### src/sv/pcgb_pkg.sv
// Shared types and codes for the point cloud grid binning block.
`timescale 1ns / 1ps
package pcgb_pkg;

    // Operation codes of an input item.
    localparam logic OP_LOAD = 1'b0;
    localparam logic OP_READ = 1'b1;

    // Kind codes of a result item.
    localparam logic KIND_REPORT = 1'b0;
    localparam logic KIND_CELL   = 1'b1;

    // Configuration register indexes (taken from paddr[2]).
    localparam logic REG_ROWS = 1'b0;
    localparam logic REG_COLS = 1'b1;

    typedef struct packed {
        logic signed [31:0] x;
        logic signed [31:0] y;
        logic signed [31:0] z;
    } t_point;

    // Request to one bin index divider.
    typedef struct packed {
        logic        start;
        logic [31:0] num;
        logic [31:0] den;
    } t_div_req;

endpackage

### src/sv/pcgb_div.sv
// Serial bin index unit: one multiply, then one quotient bit per cycle.
`timescale 1ns / 1ps
module pcgb_div
    import pcgb_pkg::*;
#(
    parameter int QW = 5
) (
    input  logic          i_clk,
    input  logic          i_rst_n,
    input  t_div_req      i_req,
    input  logic [QW-1:0] i_mult,
    output logic          o_busy,
    output logic [QW-1:0] o_quot
);

    localparam int CNTW = (QW > 1) ? $clog2(QW) : 1;

    logic              r_busy;
    logic              r_mul_ph;
    logic [31+QW:0]    r_prod;
    logic [31:0]       r_rem;
    logic [QW-1:0]     r_low;
    logic [QW-1:0]     r_q;
    logic [31:0]       r_den;
    logic [CNTW-1:0]   r_cnt;

    logic [32:0]       trial;
    logic              ge;

    always_comb begin
        trial = {r_rem, r_low[QW-1]};
        ge    = (trial >= {1'b0, r_den});
    end

    always_ff @(posedge i_clk) begin
        if (!i_rst_n) begin
            r_busy   <= 1'b0;
            r_mul_ph <= 1'b0;
        end else if (i_req.start) begin
            r_prod   <= (32 + QW)'(i_req.num) * (32 + QW)'(i_mult);
            r_den    <= i_req.den;
            r_busy   <= 1'b1;
            r_mul_ph <= 1'b1;
        end else if (r_busy) begin
            if (r_mul_ph) begin
                // The high part is already below the divisor, so only QW
                // quotient bits remain to be found.
                r_rem    <= r_prod[31+QW:QW];
                r_low    <= r_prod[QW-1:0];
                r_q      <= '0;
                r_cnt    <= '0;
                r_mul_ph <= 1'b0;
            end else begin
                r_rem <= ge ? 32'(trial - {1'b0, r_den}) : trial[31:0];
                r_q   <= (r_q << 1) | QW'(ge);
                r_low <= r_low << 1;
                r_cnt <= r_cnt + 1'b1;
                if (r_cnt == CNTW'(QW - 1)) begin
                    r_busy <= 1'b0;
                end
            end
        end
    end

    assign o_busy = r_busy;
    assign o_quot = r_q;

endmodule

### config.mk
export PLATFORM = sky130hd
export DESIGN_NAME = pcgb_div
export DESIGN_NICKNAME = d
export VERILOG_FILES = /design/src/sv/pcgb_pkg.sv /design/src/sv/pcgb_div.sv
export SDC_FILE = /design/constraint.sdc
export NUM_CORES = 1
export LEC_CHECK = 0
export ABC_AREA = 1
export BUFFER_PORTS_ARGS = -buffer_cell sky130_fd_sc_hd__buf_2
export CAP_MARGIN = 20
export CORE_ASPECT_RATIO = 0.7
export CORE_MARGIN = 4
export CORE_UTILIZATION = 55
export CTS_CLUSTER_DIAMETER = 200
export CTS_CLUSTER_SIZE = 25
export DETAILED_ROUTE_END_ITERATION = 12
export GPL_TIMING_DRIVEN = 1
export PLACE_DENSITY = 0.77
export SYNTH_ARGS = -nofsm -noshare
export SYNTH_HDL_FRONTEND = slang
export SYNTH_SLANG_ARGS = --single-unit
export TNS_END_PERCENT = 100
### constraint.sdc
create_clock -name i_clk -period 4 [get_ports i_clk]
set_clock_uncertainty 0.2 [all_clocks]
set_input_delay 0.2 -clock i_clk [delete_from_list [all_inputs] [get_ports i_clk]]
set_output_delay 0.2 -clock i_clk [all_outputs]
set_load 0.1 [all_outputs]
* Yosys cells after proc, flatten, opt, wreduce, memory -nomap -nowiden *
Index checks and enable logic that the tools add are counted.

storage, ports and cells
  register bits = 116
  input port bits = 72

cells by class
  add/subtract/negate cells = 2
  $mul = 1
  magnitude comparators = 1
  equal/unequal tests = 1
  multiplexer cells = 9
  bitwise logic cells = 2
  reductions and logical operators = 3

operator list
  operator             count
  $mux 32              2
  $mul 32x5->37        1
  $ge 33x32->1         1
  $sub 32x32->32       1
  $mux 1               6
  $mux 5               1
  $or 5x1->5           1
  $add 3x1->3 const B  1
  $eq 3x3->1 const B   1
  $reduce_and 3->1     1
  $reduce_and 2->1     1
  $reduce_bool 2->1    1
  $not 1->1            1

* Logic depth before layout (Yosys ltp) *
Gate-level depths: netlist of the first run.

  word-level depth = 5
  depth in mapped cells = 21
  depth with buffers taken out = 20

* Least setup slack after synthesis of the first run *
No wires, ideal clock.

  path kind = input-to-reg
  from = input port i_mult[4]
  to = register r_prod[25] (data pin)
  library setup time = 0.252 ns
  arrival time = 3.456 ns
  slack = 0.091 ns
  stages = 19
  buffers on the path = 1
  cells stage by stage = clkbuf_1 nand2_1 fa_1 fa_1 fa_1 inv_1 ha_1 a21oi_1 nand2_1 nand3_1 nand2_1 nand2_1 nand2_1 nand2_1 nand2_1 nand3_1 nand2_1 nand2_1 nand2_1

between the ends
  longest elaborated chain between the ends = 1

ends and longest elaborated chain
  item                  line            RTL
  from (decl)           pcgb_div.sv:11  input logic [QW-1:0] i_mult,
  $mul 32x5->37         pcgb_div.sv:40  r_prod <= (32 + QW)'(i_req.num) * (32 + QW)'(i_mult);
  to (signal assigned)  pcgb_div.sv:40
  to (decl)             pcgb_div.sv:20  logic [31+QW:0] r_prod;

Every way passes these cells.
A chain may end at the register's enable or synchronous reset.

* Final worst setup path of the first run *
  from = input port i_req[32] (netlist name)
  to = register r_prod[18] (data pin)

between the ends
  longest elaborated chain between the ends = 1

ends and longest elaborated chain
  item           line            RTL
  from (decl)    pcgb_div.sv:10  input t_div_req i_req,
  $mul 32x5->37  pcgb_div.sv:40

Every way passes these cells.

==> results list, run 1 <==
- Final core utilization: 0.677
* Number of nets still failing antenna checks after routing: 0
* Layout filler cell count: between 1500 and 2000
* Yosys synthesis warning count: 0
* Worst Slack Setup Final: roughly 140 ps
- In this run the deepest clock path goes through 2 buffers.
- Clock tree synthesis found a total of 116 sinks.
* Achievable clock frequency: approximately 0.26 GHz
* Vias in the first global route: around 12000
* Die boundary width: ~190 um
- In this run the mean area of a mapped cell was slightly above 7 um^2.
- Row cnt: 46
- Port buffering added 77 buffers.
* Type of origin of the critical path: input pin
- The number of antenna diodes in the final layout is 0.
- Final global-route overflow total: 0
* DP Wirelength: around 26000 um
- Mean number of vias per cell: between 5 and 6
- Status: finished clean
* Number of ports placed on the die boundary: 78
* Routability congestion estimate: about 1.0
- Initial antenna violation count: 0
- Including well taps, the total number of placed cells is 2258.
- Height of the chip: ~130 um
- In the finished design, the share of the clock period the worst path needs comes to 0.966.
- The critical path is of the in2reg type.
* Global-route total usage across every layer: 0.266
* Total Nets Final: between 2000 and 2500
* Floorplan Core Area: 22600 um^2
- TritonCTS built the clock tree.
- Total of endpoints with negative setup slack in the final report: 0
* Mapped cell area: about 13000 um^2
* Area growth from synthesis to layout: 21.0%
- The first global-routing pass estimated between 50000 and 60000 um of wire.
* Root buf cell: sky130_fd_sc_hd__clkbuf_16
- The tool flagged a number of max-cap violations equal to 0.
- Max-Slew Margin vs Limit: 0.530
* Proportion of synthesized flip-flops having asynchronous set or reset: 0
* Final Max Slew Viols: 0
- Type of element capturing the critical path: register
- The share of the Yosys chip area taken by registers is 0.274.
- Prior to clock tree synthesis, the placed netlist has a worst setup slack of -307 ps.
- Synthesis handed over a netlist of between 1500 and 2000 instances.
* DRC viols: 0
- Pin count of the biggest net entering global routing: 48
* Number of H-tree levels: 4
- Effective utilization at floorplan: 0.559
* EDFF count, synth: roughly 110
* Power per cell area: about 430 nW/um^2
- Clock-pin slew was measured on the worst setup and hold paths at around 60 ps.
- Total CTS buffers: 17
* Count of cell types in the netlist: 38
- Yosys reg bits: 116
- Source-to-sink clock delay at the later pin of the worst-skew pair: around 430 ps
* DIE AREA: 25500 um^2
* Footprint of the multi-input gates: between 7000 and 8000 um^2
* Primary flip-flop cell chosen by synthesis mapping: sky130_fd_sc_hd__edfxtp_1
* Number of hold violations in the final report: 0
- For this block, the initial DRC count from the detailed router was 1097.
- Leaving out fill and tap cells, the most frequent cell in the layout is sky130_fd_sc_hd__nand2_1.
* Least-Margin Pin Slew: between 600 and 700 ps
- After detailed routing, the average wire length per cell comes to between 10 and 15 um.
* Routed Wire Length: roughly 33000 um
- Highest-count cells in the layout ignoring fill and taps: sky130_fd_sc_hd__nand2_1 (632), sky130_fd_sc_hd__inv_1 (408), sky130_fd_sc_hd__edfxtp_1 (114)
- For the worst setup path, the data required time is 3970 ps.
- Worst Path Max Fanout: 4
* Worst supply voltage drop on vdd: 328 uV
- For this run, the number of standard cells in the final layout without fillers is between 2000 and 2500.
- The path class of the tightest hold or removal check is in2reg.
* Syn nets: a little over 2000
* Proportion of layout cells with a drive suffix above 1: 0.137
* Hold WS: about 130 ps
- Final Total Pwr: 0.00652 W
- Static Leakage: slightly below 9 nW
* Count of vias placed by the detailed router: 11900
- Summing all flip-flop and latch instances after layout gives between 3000 and 4000 um^2.
* Data arrival time of the critical path: ~3800 ps
- TritonRoute pass-1 iters: 5
- For the finished layout, the period the worst path requires is between 3000 and 4000 ps.
==> per-stage QoR <==
step | setup TNS (ps) | area (um^2)
6_report | 0 | 15300
3_3_place_gp | -3090 | 14200
5_1_grt | -17.7 | 15300
4_1_cts | 0 | 15200
2_1_floorplan | 0 | 12700
3_5_place_dp | -4320 | 14200
==> worst paths after layout <==
check          endpoint       from  slack, ps  cells past startpoint
max          r_prod[18]  i_req[32]        140                     19
min reg2reg    r_low[2]   r_low[1]        310                      2
min           r_prod[1]  i_req[33]        130                      5
max reg2reg   r_rem[28]   r_rem[7]        950                     15
==> registers in the layout, indices dropped and copies added (netlist names) <==
name / cells
r_prod: 37
r_low: 5
r_rem: 32
r_mul_ph: 1
o_busy: 1
o_quot: 5
r_den: 32
r_cnt: 3
==> worst max-delay path, cell delays in order <==
cell,delay (ps)
sky130_fd_sc_hd__buf_2,100
sky130_fd_sc_hd__dlygate4sd3_1,550
sky130_fd_sc_hd__buf_4,160
sky130_fd_sc_hd__nand2_1,60
sky130_fd_sc_hd__inv_1,40
sky130_fd_sc_hd__ha_1,270
sky130_fd_sc_hd__ha_1,270
sky130_fd_sc_hd__inv_1,50
sky130_fd_sc_hd__fa_1,540
sky130_fd_sc_hd__inv_1,80
sky130_fd_sc_hd__fa_1,520
sky130_fd_sc_hd__nand3_1,140
sky130_fd_sc_hd__nand2_2,90
sky130_fd_sc_hd__nand2_1,70
sky130_fd_sc_hd__o211ai_1,130
sky130_fd_sc_hd__nand2_1,130
sky130_fd_sc_hd__nand2_2,110
sky130_fd_sc_hd__buf_4,160
sky130_fd_sc_hd__xor2_1,150
==> synth_stat cells, types with 5 or more instances <==
cell / number / share of area
sky130_fd_sc_hd__nand2_1: 637 / 0.19
sky130_fd_sc_hd__inv_1: 409 / 0.12
sky130_fd_sc_hd__edfxtp_1: 114 / 0.27
sky130_fd_sc_hd__nand3_1: 95 / 0.038
sky130_fd_sc_hd__nor2_1: 94 / 0.028
sky130_fd_sc_hd__fa_1: 91 / 0.14
sky130_fd_sc_hd__ha_1: 79 / 0.078
sky130_fd_sc_hd__a21oi_1: 63 / 0.025
sky130_fd_sc_hd__nand3b_1: 26 / 0.015
sky130_fd_sc_hd__o21ai_0: 23 / 0.0091
sky130_fd_sc_hd__clkbuf_1: 20 / 0.0059
sky130_fd_sc_hd__nand4_1: 20 / 0.0099
sky130_fd_sc_hd__xor2_1: 19 / 0.013
sky130_fd_sc_hd__xnor2_1: 18 / 0.012
sky130_fd_sc_hd__nor3_1: 12 / 0.0047
sky130_fd_sc_hd__inv_2: 8 / 0.0024
sky130_fd_sc_hd__and2_1: 6 / 0.0030
sky130_fd_sc_hd__nand2_2: 6 / 0.0030
sky130_fd_sc_hd__buf_2: 5 / 0.0020
sky130_fd_sc_hd__o21bai_1: 5 / 0.0030
==> kinds of logic after synthesis <==
logic type / count (synthesis) / share of synthesized area
AO/OA/AOI/OAI: 103 / 0.0440
adder cells (fa/ha/maj): 170 / 0.222
flip-flops: 116 / 0.274
buffers and inverters: 448 / 0.136
XOR/XNOR: 37 / 0.0256
AND/OR/NAND/NOR: 907 / 0.299
==> where the power goes <==
part           internal [W]  switching, W  total [W]
registers           0.00160     0.0000492    0.00165
logic               0.00142       0.00192    0.00334
clock network      0.000917      0.000605    0.00152
==> repair_timing <==
action | 4_1_cts | 5_1_grt
setup endpoints to repair | 0 | 15
buffers inserted | 0 | 1
gates resized for setup | 0 | 26
hold buffers | 36 | 0
endpoints found under the hold margin | 44 | 0
==> metal layers <==
metal,vias to the layer above,share of wire,GRT usage
li1,5877,-,-
met1,5543,0.46,0.390
met2,444,0.45,0.421
met3,42,0.082,0.0543
met4,0,0.011,0.0418
met5,-,0,0
==> area by class of cell <==
type	instances	area share
multi-input combinational	1217	0.494
sequential	116	0.226
timing repair buffer	234	0.114
inverter	417	0.102
clock buffer	17	0.0278
tap	312	0.0255
clock inverter	15	0.0101
No activity file was read; power rests on OpenSTA's default activity.
==> inputs of run 2 (changes only) <==
--- a/config.mk
+++ b/config.mk
@@ -10,5 +10,4 @@
 export CAP_MARGIN = 20
 export CORE_ASPECT_RATIO = 0.7
-export CORE_MARGIN = 4
 export CORE_UTILIZATION = 55
 export CTS_CLUSTER_DIAMETER = 200
==> constraint.sdc (replaced) <==
create_clock -name i_clk -period 4 [get_ports i_clk]
set_clock_uncertainty 0.2 [all_clocks]
set_input_delay 0.8 -clock i_clk [delete_from_list [all_inputs] [get_ports i_clk]]
set_output_delay 0.8 -clock i_clk [all_outputs]
set_load 0.1 [all_outputs]
==> run 2 against run 1 <==
- the run now ends with setup timing left
- first-iteration DRC count rose by 3.0%
- routed wire length rose by 9.5%
- fmax fell by 9.9%
- non-clock buffer count rose by 13
==> results list, run 2 (synthesis results as in run 1) <==
- Vias in the first global route: 11400
- At the end of routability-driven placement, the weighted congestion stood at 0.992.
- Setup violations remaining at the end of the flow were counted as 21.
* Number of hold violations in the final report: 0
- Register share of total power: 0.214
* Final global-route overflow total: 0
- After detailed routing, the number of vias per cell comes to about 5.1.
- Setup repair after global routing could not meet its margin everywhere.
- For the worst setup path, the data arrival time is ~4300 ps.
- Clock-pin slew was measured on the worst setup and hold paths at 60 ps.
- Startpoint of the most critical register-to-register path: r_rem[6]
- In the routed design, unresolved DRC markers number 0.
- After routing, the total negative slack on setup checks comes to -2600 ps.
* Effective utilization at floorplan: 0.559
- The number of cells on the worst reg-to-reg path is 15.
* Library cell appearing most often on the critical path: sky130_fd_sc_hd__inv_2
- Data on the critical path is required at its endpoint by approximately 4000 ps.
- PortBufs: between 70 and 80
- After layout, the minimum clock period comes to 4290 ps.
* Status: complete, but fails checks
* Hold Path End: r_rem[9]
- Worst supply voltage drop on vdd: ~290 uV
- Number of H-tree levels: 4
- Leaving out fill and tap cells, the most frequent cell in the layout is sky130_fd_sc_hd__nand2_1.
- Maximum number of buffers from clock root to sink: 2
- Proportion of layout cells with a drive suffix above 1: 0.259
- Period utilization: 1.07
* Total Nets Final: 2258
- Average wire length per cell after detail routing: around 15 um
- Number of flip-flops in the largest register: 37
* Floorplan Core Area: roughly 23000 um^2
* Global-route total usage across every layer: 0.303
- For the worst-skew pair, the clock arrives at the later sink with an insertion delay of 430 ps.
- Headroom to the max-slew limit came out at 0.586.
* Area growth from synthesis to layout: 31.8%
- Counting instances, the worst hold path has a depth of 2.
- Hold_sp: r_prod[14]
- Layout filler cell count: around 1800
- TritonCTS sink count: roughly 120
* Height of the chip: ~130 um
- The floorplan step set the die width to ~180 um.
- The internal portion of the total power is around 0.0046 W.
- The final route contains 12000 vias.
- Summing all non-filler instances in the final layout gives an area of around 17000 um^2.
- The number of antenna violations at the first check in global routing is 0.
- Critical Path Slowest Stage Cell: sky130_fd_sc_hd__fa_1
- The first global-routing pass estimated 55900 um of wire.
* TritonRoute pass-1 iters: 5
- Gate power share: 0.593
- The min-delay analysis places its worst path in the category reg2reg.
- In this run the worst path has a maximum fanout of 6.
- In this run the cell area measured after placement is between 15000 and 20000 um^2.
- 78 I/O pins were placed.
- STA classifies the critical path endpoint as a register.
* Type of origin of the critical path: input pin
- Reg2Reg Setup Slack: between 900 and 1000 ps
* Clock network fraction of design power: 0.194
* Violation count after the first detailed-route iteration: 1130
- For the pin with the worst max-slew slack, the measured transition is ~620 ps.
* Row cnt: 46
* Routed Wire Length: 36000 um
- Biggest registers after layout: r_prod: 37 flops, r_den: 32 flops, r_rem: 32 flops
* Clock tree from TritonCTS: built
* Critical Path, Cell by Cell: buf_12 -> buf_16 -> nand2_1 -> inv_2 -> fa_1 -> fa_1 -> inv_2 -> fa_2 -> inv_2 -> ha_4 -> nand4_1 -> nor2_2 -> nand4_1 -> nand3_2 -> nand2_2 -> inv_2 -> nor2_1 -> nand2_1 -> nand2_1
- The top cell types in the final layout, fill and taps aside, are sky130_fd_sc_hd__nand2_1 (577), sky130_fd_sc_hd__inv_1 (370), sky130_fd_sc_hd__buf_4 (142).
- Worst Slack Setup Final: -289 ps
* Switching component of the power: roughly 0.0032 W
- The checks that failed: setup timing.
- On the worst path, the slowest cell contributes a delay of 550 ps.
* R2R Path End: r_rem[29]
- Of the total power, the share spent switching nets is 0.411.
- Final Max Slew Viols: 0
* Maximum Capacitance Violations: 0
- The tree is rooted in a sky130_fd_sc_hd__clkbuf_16.
* Static Leakage: about 9.1 nW
- The die covers roughly 24000 um^2.
- Most flops, register: r_prod
* Achievable clock frequency: ~0.23 GHz
- Power per cell area: ~460 nW/um^2
- Number of nets still failing antenna checks after routing: 0
* DP Wirelength: 27200 um
- Startpoint-to-endpoint class of the critical path: in2reg
- Total CTS buffers: 17
- Entering global routing, the biggest net connects 46 pins.
- The number of antenna diodes in the final layout is 0.
-- run 2: area by class of cell --
class / count / area (um^2) / area share
Clock buffer: 18 / 429 / 0.0257
Clock inverter: 14 / 139 / 0.00833
Inverter: 417 / 1570 / 0.0938
Multi-Input combinational cell: 1217 / 8730 / 0.524
Sequential cell: 116 / 3460 / 0.208
Tap cell: 312 / 390 / 0.0234
Timing Repair Buffer: 247 / 1960 / 0.118
-- run 2: through the flow --
step | utilization | hold WS [ps] | total power (W) | worst slack, ps | instances
3_3_place_gp | 0.666 | 292 | 0.00543 | -587 | 2283
4_1_cts | 0.710 | 319 | 0.00721 | -83.0 | 2327
2_1_floorplan | - | 281 | 0.00418 | -95.1 | 1781
3_5_place_dp | 0.667 | 307 | 0.00551 | -621 | 2284
5_1_grt | 0.737 | 331 | 0.00822 | -359 | 2341
6_report | 0.737 | 315 | 0.00774 | -289 | 2341
-- run 2: worst max-delay path: cells and delay by family --
kind,cells,cell delay [ps]
fa+ha+maj,4,1900
simple gates,9,1070
buf+inv,6,470
-- run 2: repair_timing --
action | CTS | global route
gates cloned | 3 | 3
buffers inserted | 8 | 12
resized for setup | 74 | 115
endpoints found under the setup margin | 21 | 26
endpoints found under the hold margin | 0 | 0
hold buffers | 0 | 0
pin swaps | 39 | 63
-- run 2: worst max-delay path by stage --
stage,start,endpoint,slack [ps],cells after the start
after floorplan,i_mult[2],r_prod[34],-100,18
after global placement,i_mult[2],r_prod[35],-590,20
after detailed placement,i_mult[2],r_prod[27],-620,20
after CTS,i_mult[4],r_prod[35],-80,20
after global routing,i_mult[4],r_prod[29],-360,19
final,i_mult[4],r_prod[29],-290,19
-- run 2: layer usage --
| layer | up-vias | track usage | wire length (um) |
|---|---|---|---|
| li1 | 5910 | - | - |
| met1 | 5662 | 0.443 | 16600 |
| met2 | 435 | 0.481 | 16300 |
| met3 | 36 | 0.0490 | 2820 |
| met4 | 0 | 0.0515 | 277 |
| met5 | - | 0 | 0 |
-- run 2: power by group through the flow --
| stage | Sequential [W] | Combinational [W] | Clock (W) |
|---|---|---|---|
| final | 0.00165 | 0.00459 | 0.00150 |
| after global routing | 0.00166 | 0.00500 | 0.00156 |
| after CTS | 0.00165 | 0.00405 | 0.00151 |
| after detailed placement | 0.00168 | 0.00383 | 0 |
| after global placement | 0.00167 | 0.00376 | 0 |
| after floorplan | 0.00167 | 0.00251 | 0 |
==> inputs of run 3 (changes only) <==
--- a/config.mk
+++ b/config.mk
@@ -11,9 +11,9 @@
 export CORE_ASPECT_RATIO = 0.7
 export CORE_UTILIZATION = 55
-export CTS_CLUSTER_DIAMETER = 200
 export CTS_CLUSTER_SIZE = 25
 export DETAILED_ROUTE_END_ITERATION = 12
 export GPL_TIMING_DRIVEN = 1
 export PLACE_DENSITY = 0.77
+export SKIP_LAST_GASP = 1
 export SYNTH_ARGS = -nofsm -noshare
 export SYNTH_HDL_FRONTEND = slang
--- a/constraint.sdc
+++ b/constraint.sdc
@@ -3,3 +3,3 @@
 set_input_delay 0.8 -clock i_clk [delete_from_list [all_inputs] [get_ports i_clk]]
 set_output_delay 0.8 -clock i_clk [all_outputs]
-set_load 0.1 [all_outputs]
+set_load 0.02 [all_outputs]
==> run 3 against run 2 <==
- the run still ends with setup timing left
- core utilization fell by 0.41 points
- highest routed layer unchanged
- flip-flop and latch count did not move
- hold slack got worse by 1.8 ps
- critical path depth fell by 1
- via count rose by 0.57%
- critical path type unchanged
==> results list, run 3 (synthesis results as in run 1) <==
* Status: complete, but fails checks
- The checks that failed: setup timing.
- DP Wirelength: ~27000 um
* Hold-critical path depth: 2
- Number of H-tree levels: 4
- The first detailed-routing pass ran for 6 iterations.
* Kind of cell adding the most delay to the critical path: adder cells
- STA classifies the critical path endpoint as a register.
- 78 I/O pins were placed.
* TritonCTS sink count: ~120
- Setup violations remaining at the end of the flow were counted as 20.
- Achievable clock frequency: 0.240 GHz
* Data arrival time of the critical path: 4150 ps
- 0 antenna diodes ended up in the layout.
- Source-to-sink clock delay at the later pin of the worst-skew pair: 420 ps
- The path class of the tightest hold or removal check is reg2reg.
* Worst Slack Setup Final: -174 ps
* Leading cell type in the layout, fill and taps excluded: sky130_fd_sc_hd__nand2_1
- The top cell types in the final layout, fill and taps aside, are sky130_fd_sc_hd__nand2_1 (583), sky130_fd_sc_hd__inv_1 (370), sky130_fd_sc_hd__buf_4 (150).
- Floorplan Core Area: 22600 um^2
- Final Max Slew Viols: 0
- For the finished layout, the period the worst path requires is 4170 ps.
- Most flops, register: r_prod
- In this run the number of cells on the critical path is 18.
- Final Total Pwr: 0.00759 W
* Power per cell area: roughly 460 nW/um^2
* Worst supply voltage drop on vdd: between 200 and 300 uV
* Routability congestion estimate: 0.992
- The critical path is of the in2reg type.
- Number of hold violations in the final report: 0
- Total CTS buffers: 17
* Max-Slew Margin vs Limit: 0.578
- After detailed routing, the number of vias per cell comes to 5.16.
- Worst Setup Slack post-DPL: -621 ps
* Number of nets still failing antenna checks after routing: 0
* Design Area, Final: between 15000 and 20000 um^2
- Layout filler cell count: 1762
- Biggest registers after layout: r_prod: 37 flops, r_den: 32 flops, r_rem: 32 flops
- STA classifies the critical path startpoint as an input pin.
- In this run the vertical extent of the chip is between 100 and 150 um.
- Routed Wire Length: between 30000 and 40000 um
* Total Nets Final: ~2300
- In the global route stage, overall resource usage came out at 0.304.
- Effective utilization at floorplan: 0.559
- After floorplanning, the core was divided into 46 placement rows.
* Peak per-stage delay on the critical path: roughly 560 ps
- The number of antenna violations at the first check in global routing was 0.
* Die boundary width: between 150 and 200 um
* Number of flip-flops in the largest register: 37
- Entering global routing, the biggest net connects 46 pins.
- Clock tree from TritonCTS: built
* Aggregate negative setup slack: -1990 ps
- Of the cells placed in the final design, the portion with a size suffix greater than 1 is 0.254.
* Total buffers and inverters traversed by the critical path: 6
* Final global-route overflow total: 0
* Period utilization: 1.04
- Root buf cell: sky130_fd_sc_hd__clkbuf_16
* Static Leakage: ~9 nW
- After detailed placement, the total cell area comes to 15100 um^2.
* Violation count after the first detailed-route iteration: between 1000 and 1500
* Count of vias placed by the detailed router: approximately 12000
- The slowest stage of the critical path belongs to the cell sky130_fd_sc_hd__fa_2.
- Global-route wire length before repair: ~56000 um
- Maximum Capacitance Violations: 0
- Data required time at the worst endpoint: between 3000 and 4000 ps
* Area growth from synthesis to layout: 31.1%
* DRC viols: 0
* Hold WS: 313 ps
* Maximum number of buffers from clock root to sink: 2
- DIE AREA: roughly 24000 um^2
* PortBufs: between 70 and 80
- Worst Path Max Fanout: 6
- At the pin with the least slew margin, the transition time is between 600 and 700 ps.
* Average wire length per cell after detail routing: around 15 um
- Clock-pin slew was measured on the worst setup and hold paths at around 60 ps.
* Critical Path, Cell by Cell: buf_12 -> buf_16 -> nand2_1 -> inv_2 -> fa_1 -> fa_1 -> inv_2 -> fa_2 -> inv_2 -> ha_4 -> nand4_1 -> buf_4 -> nor3_1 -> nand2_1 -> nand2_2 -> nand2_2 -> nand3_1 -> nand2_1
- Worst r2r path cells: 15
* Vias in the first global route: approximately 11000
- Unrepaired setup endpoints after global routing: true
run 3: cell types whose count changed in the layout (fill, tap and decap cells not counted), moves of 3 or more:
cell	delta
sky130_fd_sc_hd__nor2_1	+4
sky130_fd_sc_hd__nand2_4	-3
sky130_fd_sc_hd__nor2_4	-10
sky130_fd_sc_hd__nor2_2	+6
sky130_fd_sc_hd__buf_4	+8
sky130_fd_sc_hd__buf_6	-5
sky130_fd_sc_hd__nand2_1	+6
sky130_fd_sc_hd__a21oi_4	-4
sky130_fd_sc_hd__nand2_2	-3
run 3: report_power, final:
group	switching (W)	internal [W]
combinational	0.00243	0.00202
clock	0.000585	0.000910
sequential	0.0000516	0.00160
run 3: stage by stage:
step                instances   util
floorplan                1781      -
global placement         2283  0.666
detailed placement       2284  0.667
CTS                      2327  0.709
global route             2346  0.733
finish                   2346  0.733
run 3: path summary, 6_finish.rpt:
path | from | end | slack, ps
max | i_mult[4] | r_prod[33] | -170
min | r_prod[14] | r_rem[9] | 310
max reg2reg | r_rem[7] | r_rem[29] | 950
min reg2reg | r_prod[14] | r_rem[9] | 310
run 3: final cells by class:
cell class	instances	area (um^2)	area share
repair buffers	252	2010	0.121
clock buffers	18	429	0.0259
multi-input cells	1217	8590	0.518
clock inverters	14	139	0.00837
flip-flops and latches	116	3460	0.209
inverters	417	1570	0.0944
well taps	312	390	0.0235
run 3: timing repair:
| action | in CTS | in global routing |
|---|---|---|
| gates resized for setup | 66 | 88 |
| setup endpoints to repair | 21 | 26 |
| setup buffers | 8 | 15 |
| hold buffers | 0 | 0 |
| pin swaps | 38 | 48 |
| cloned | 3 | 5 |
run 3: layer usage:
| layer | global-route usage | wire length [um] |
|---|---|---|
| met1 | 0.443 | 16800 |
| met5 | 0 | 0 |
| met4 | 0.0539 | 258 |
| met2 | 0.481 | 15900 |
| met3 | 0.0492 | 2590 |
run 3: worst reg2reg max path: stages, from the launching register on:
cell                       delay (ps)
sky130_fd_sc_hd__edfxtp_1         410
sky130_fd_sc_hd__ha_1             380
sky130_fd_sc_hd__nand2_1          150
sky130_fd_sc_hd__inv_1             50
sky130_fd_sc_hd__nand2_1           60
sky130_fd_sc_hd__nand2_1          120
sky130_fd_sc_hd__inv_2             80
sky130_fd_sc_hd__nand3_2          180
sky130_fd_sc_hd__nand2_2          130
sky130_fd_sc_hd__nand2_2           80
sky130_fd_sc_hd__nand2_4          280
sky130_fd_sc_hd__nand2_8          250
sky130_fd_sc_hd__nand2_2          230
sky130_fd_sc_hd__nand2_1           80
sky130_fd_sc_hd__nand2_1           80
sky130_fd_sc_hd__nand2_1           50
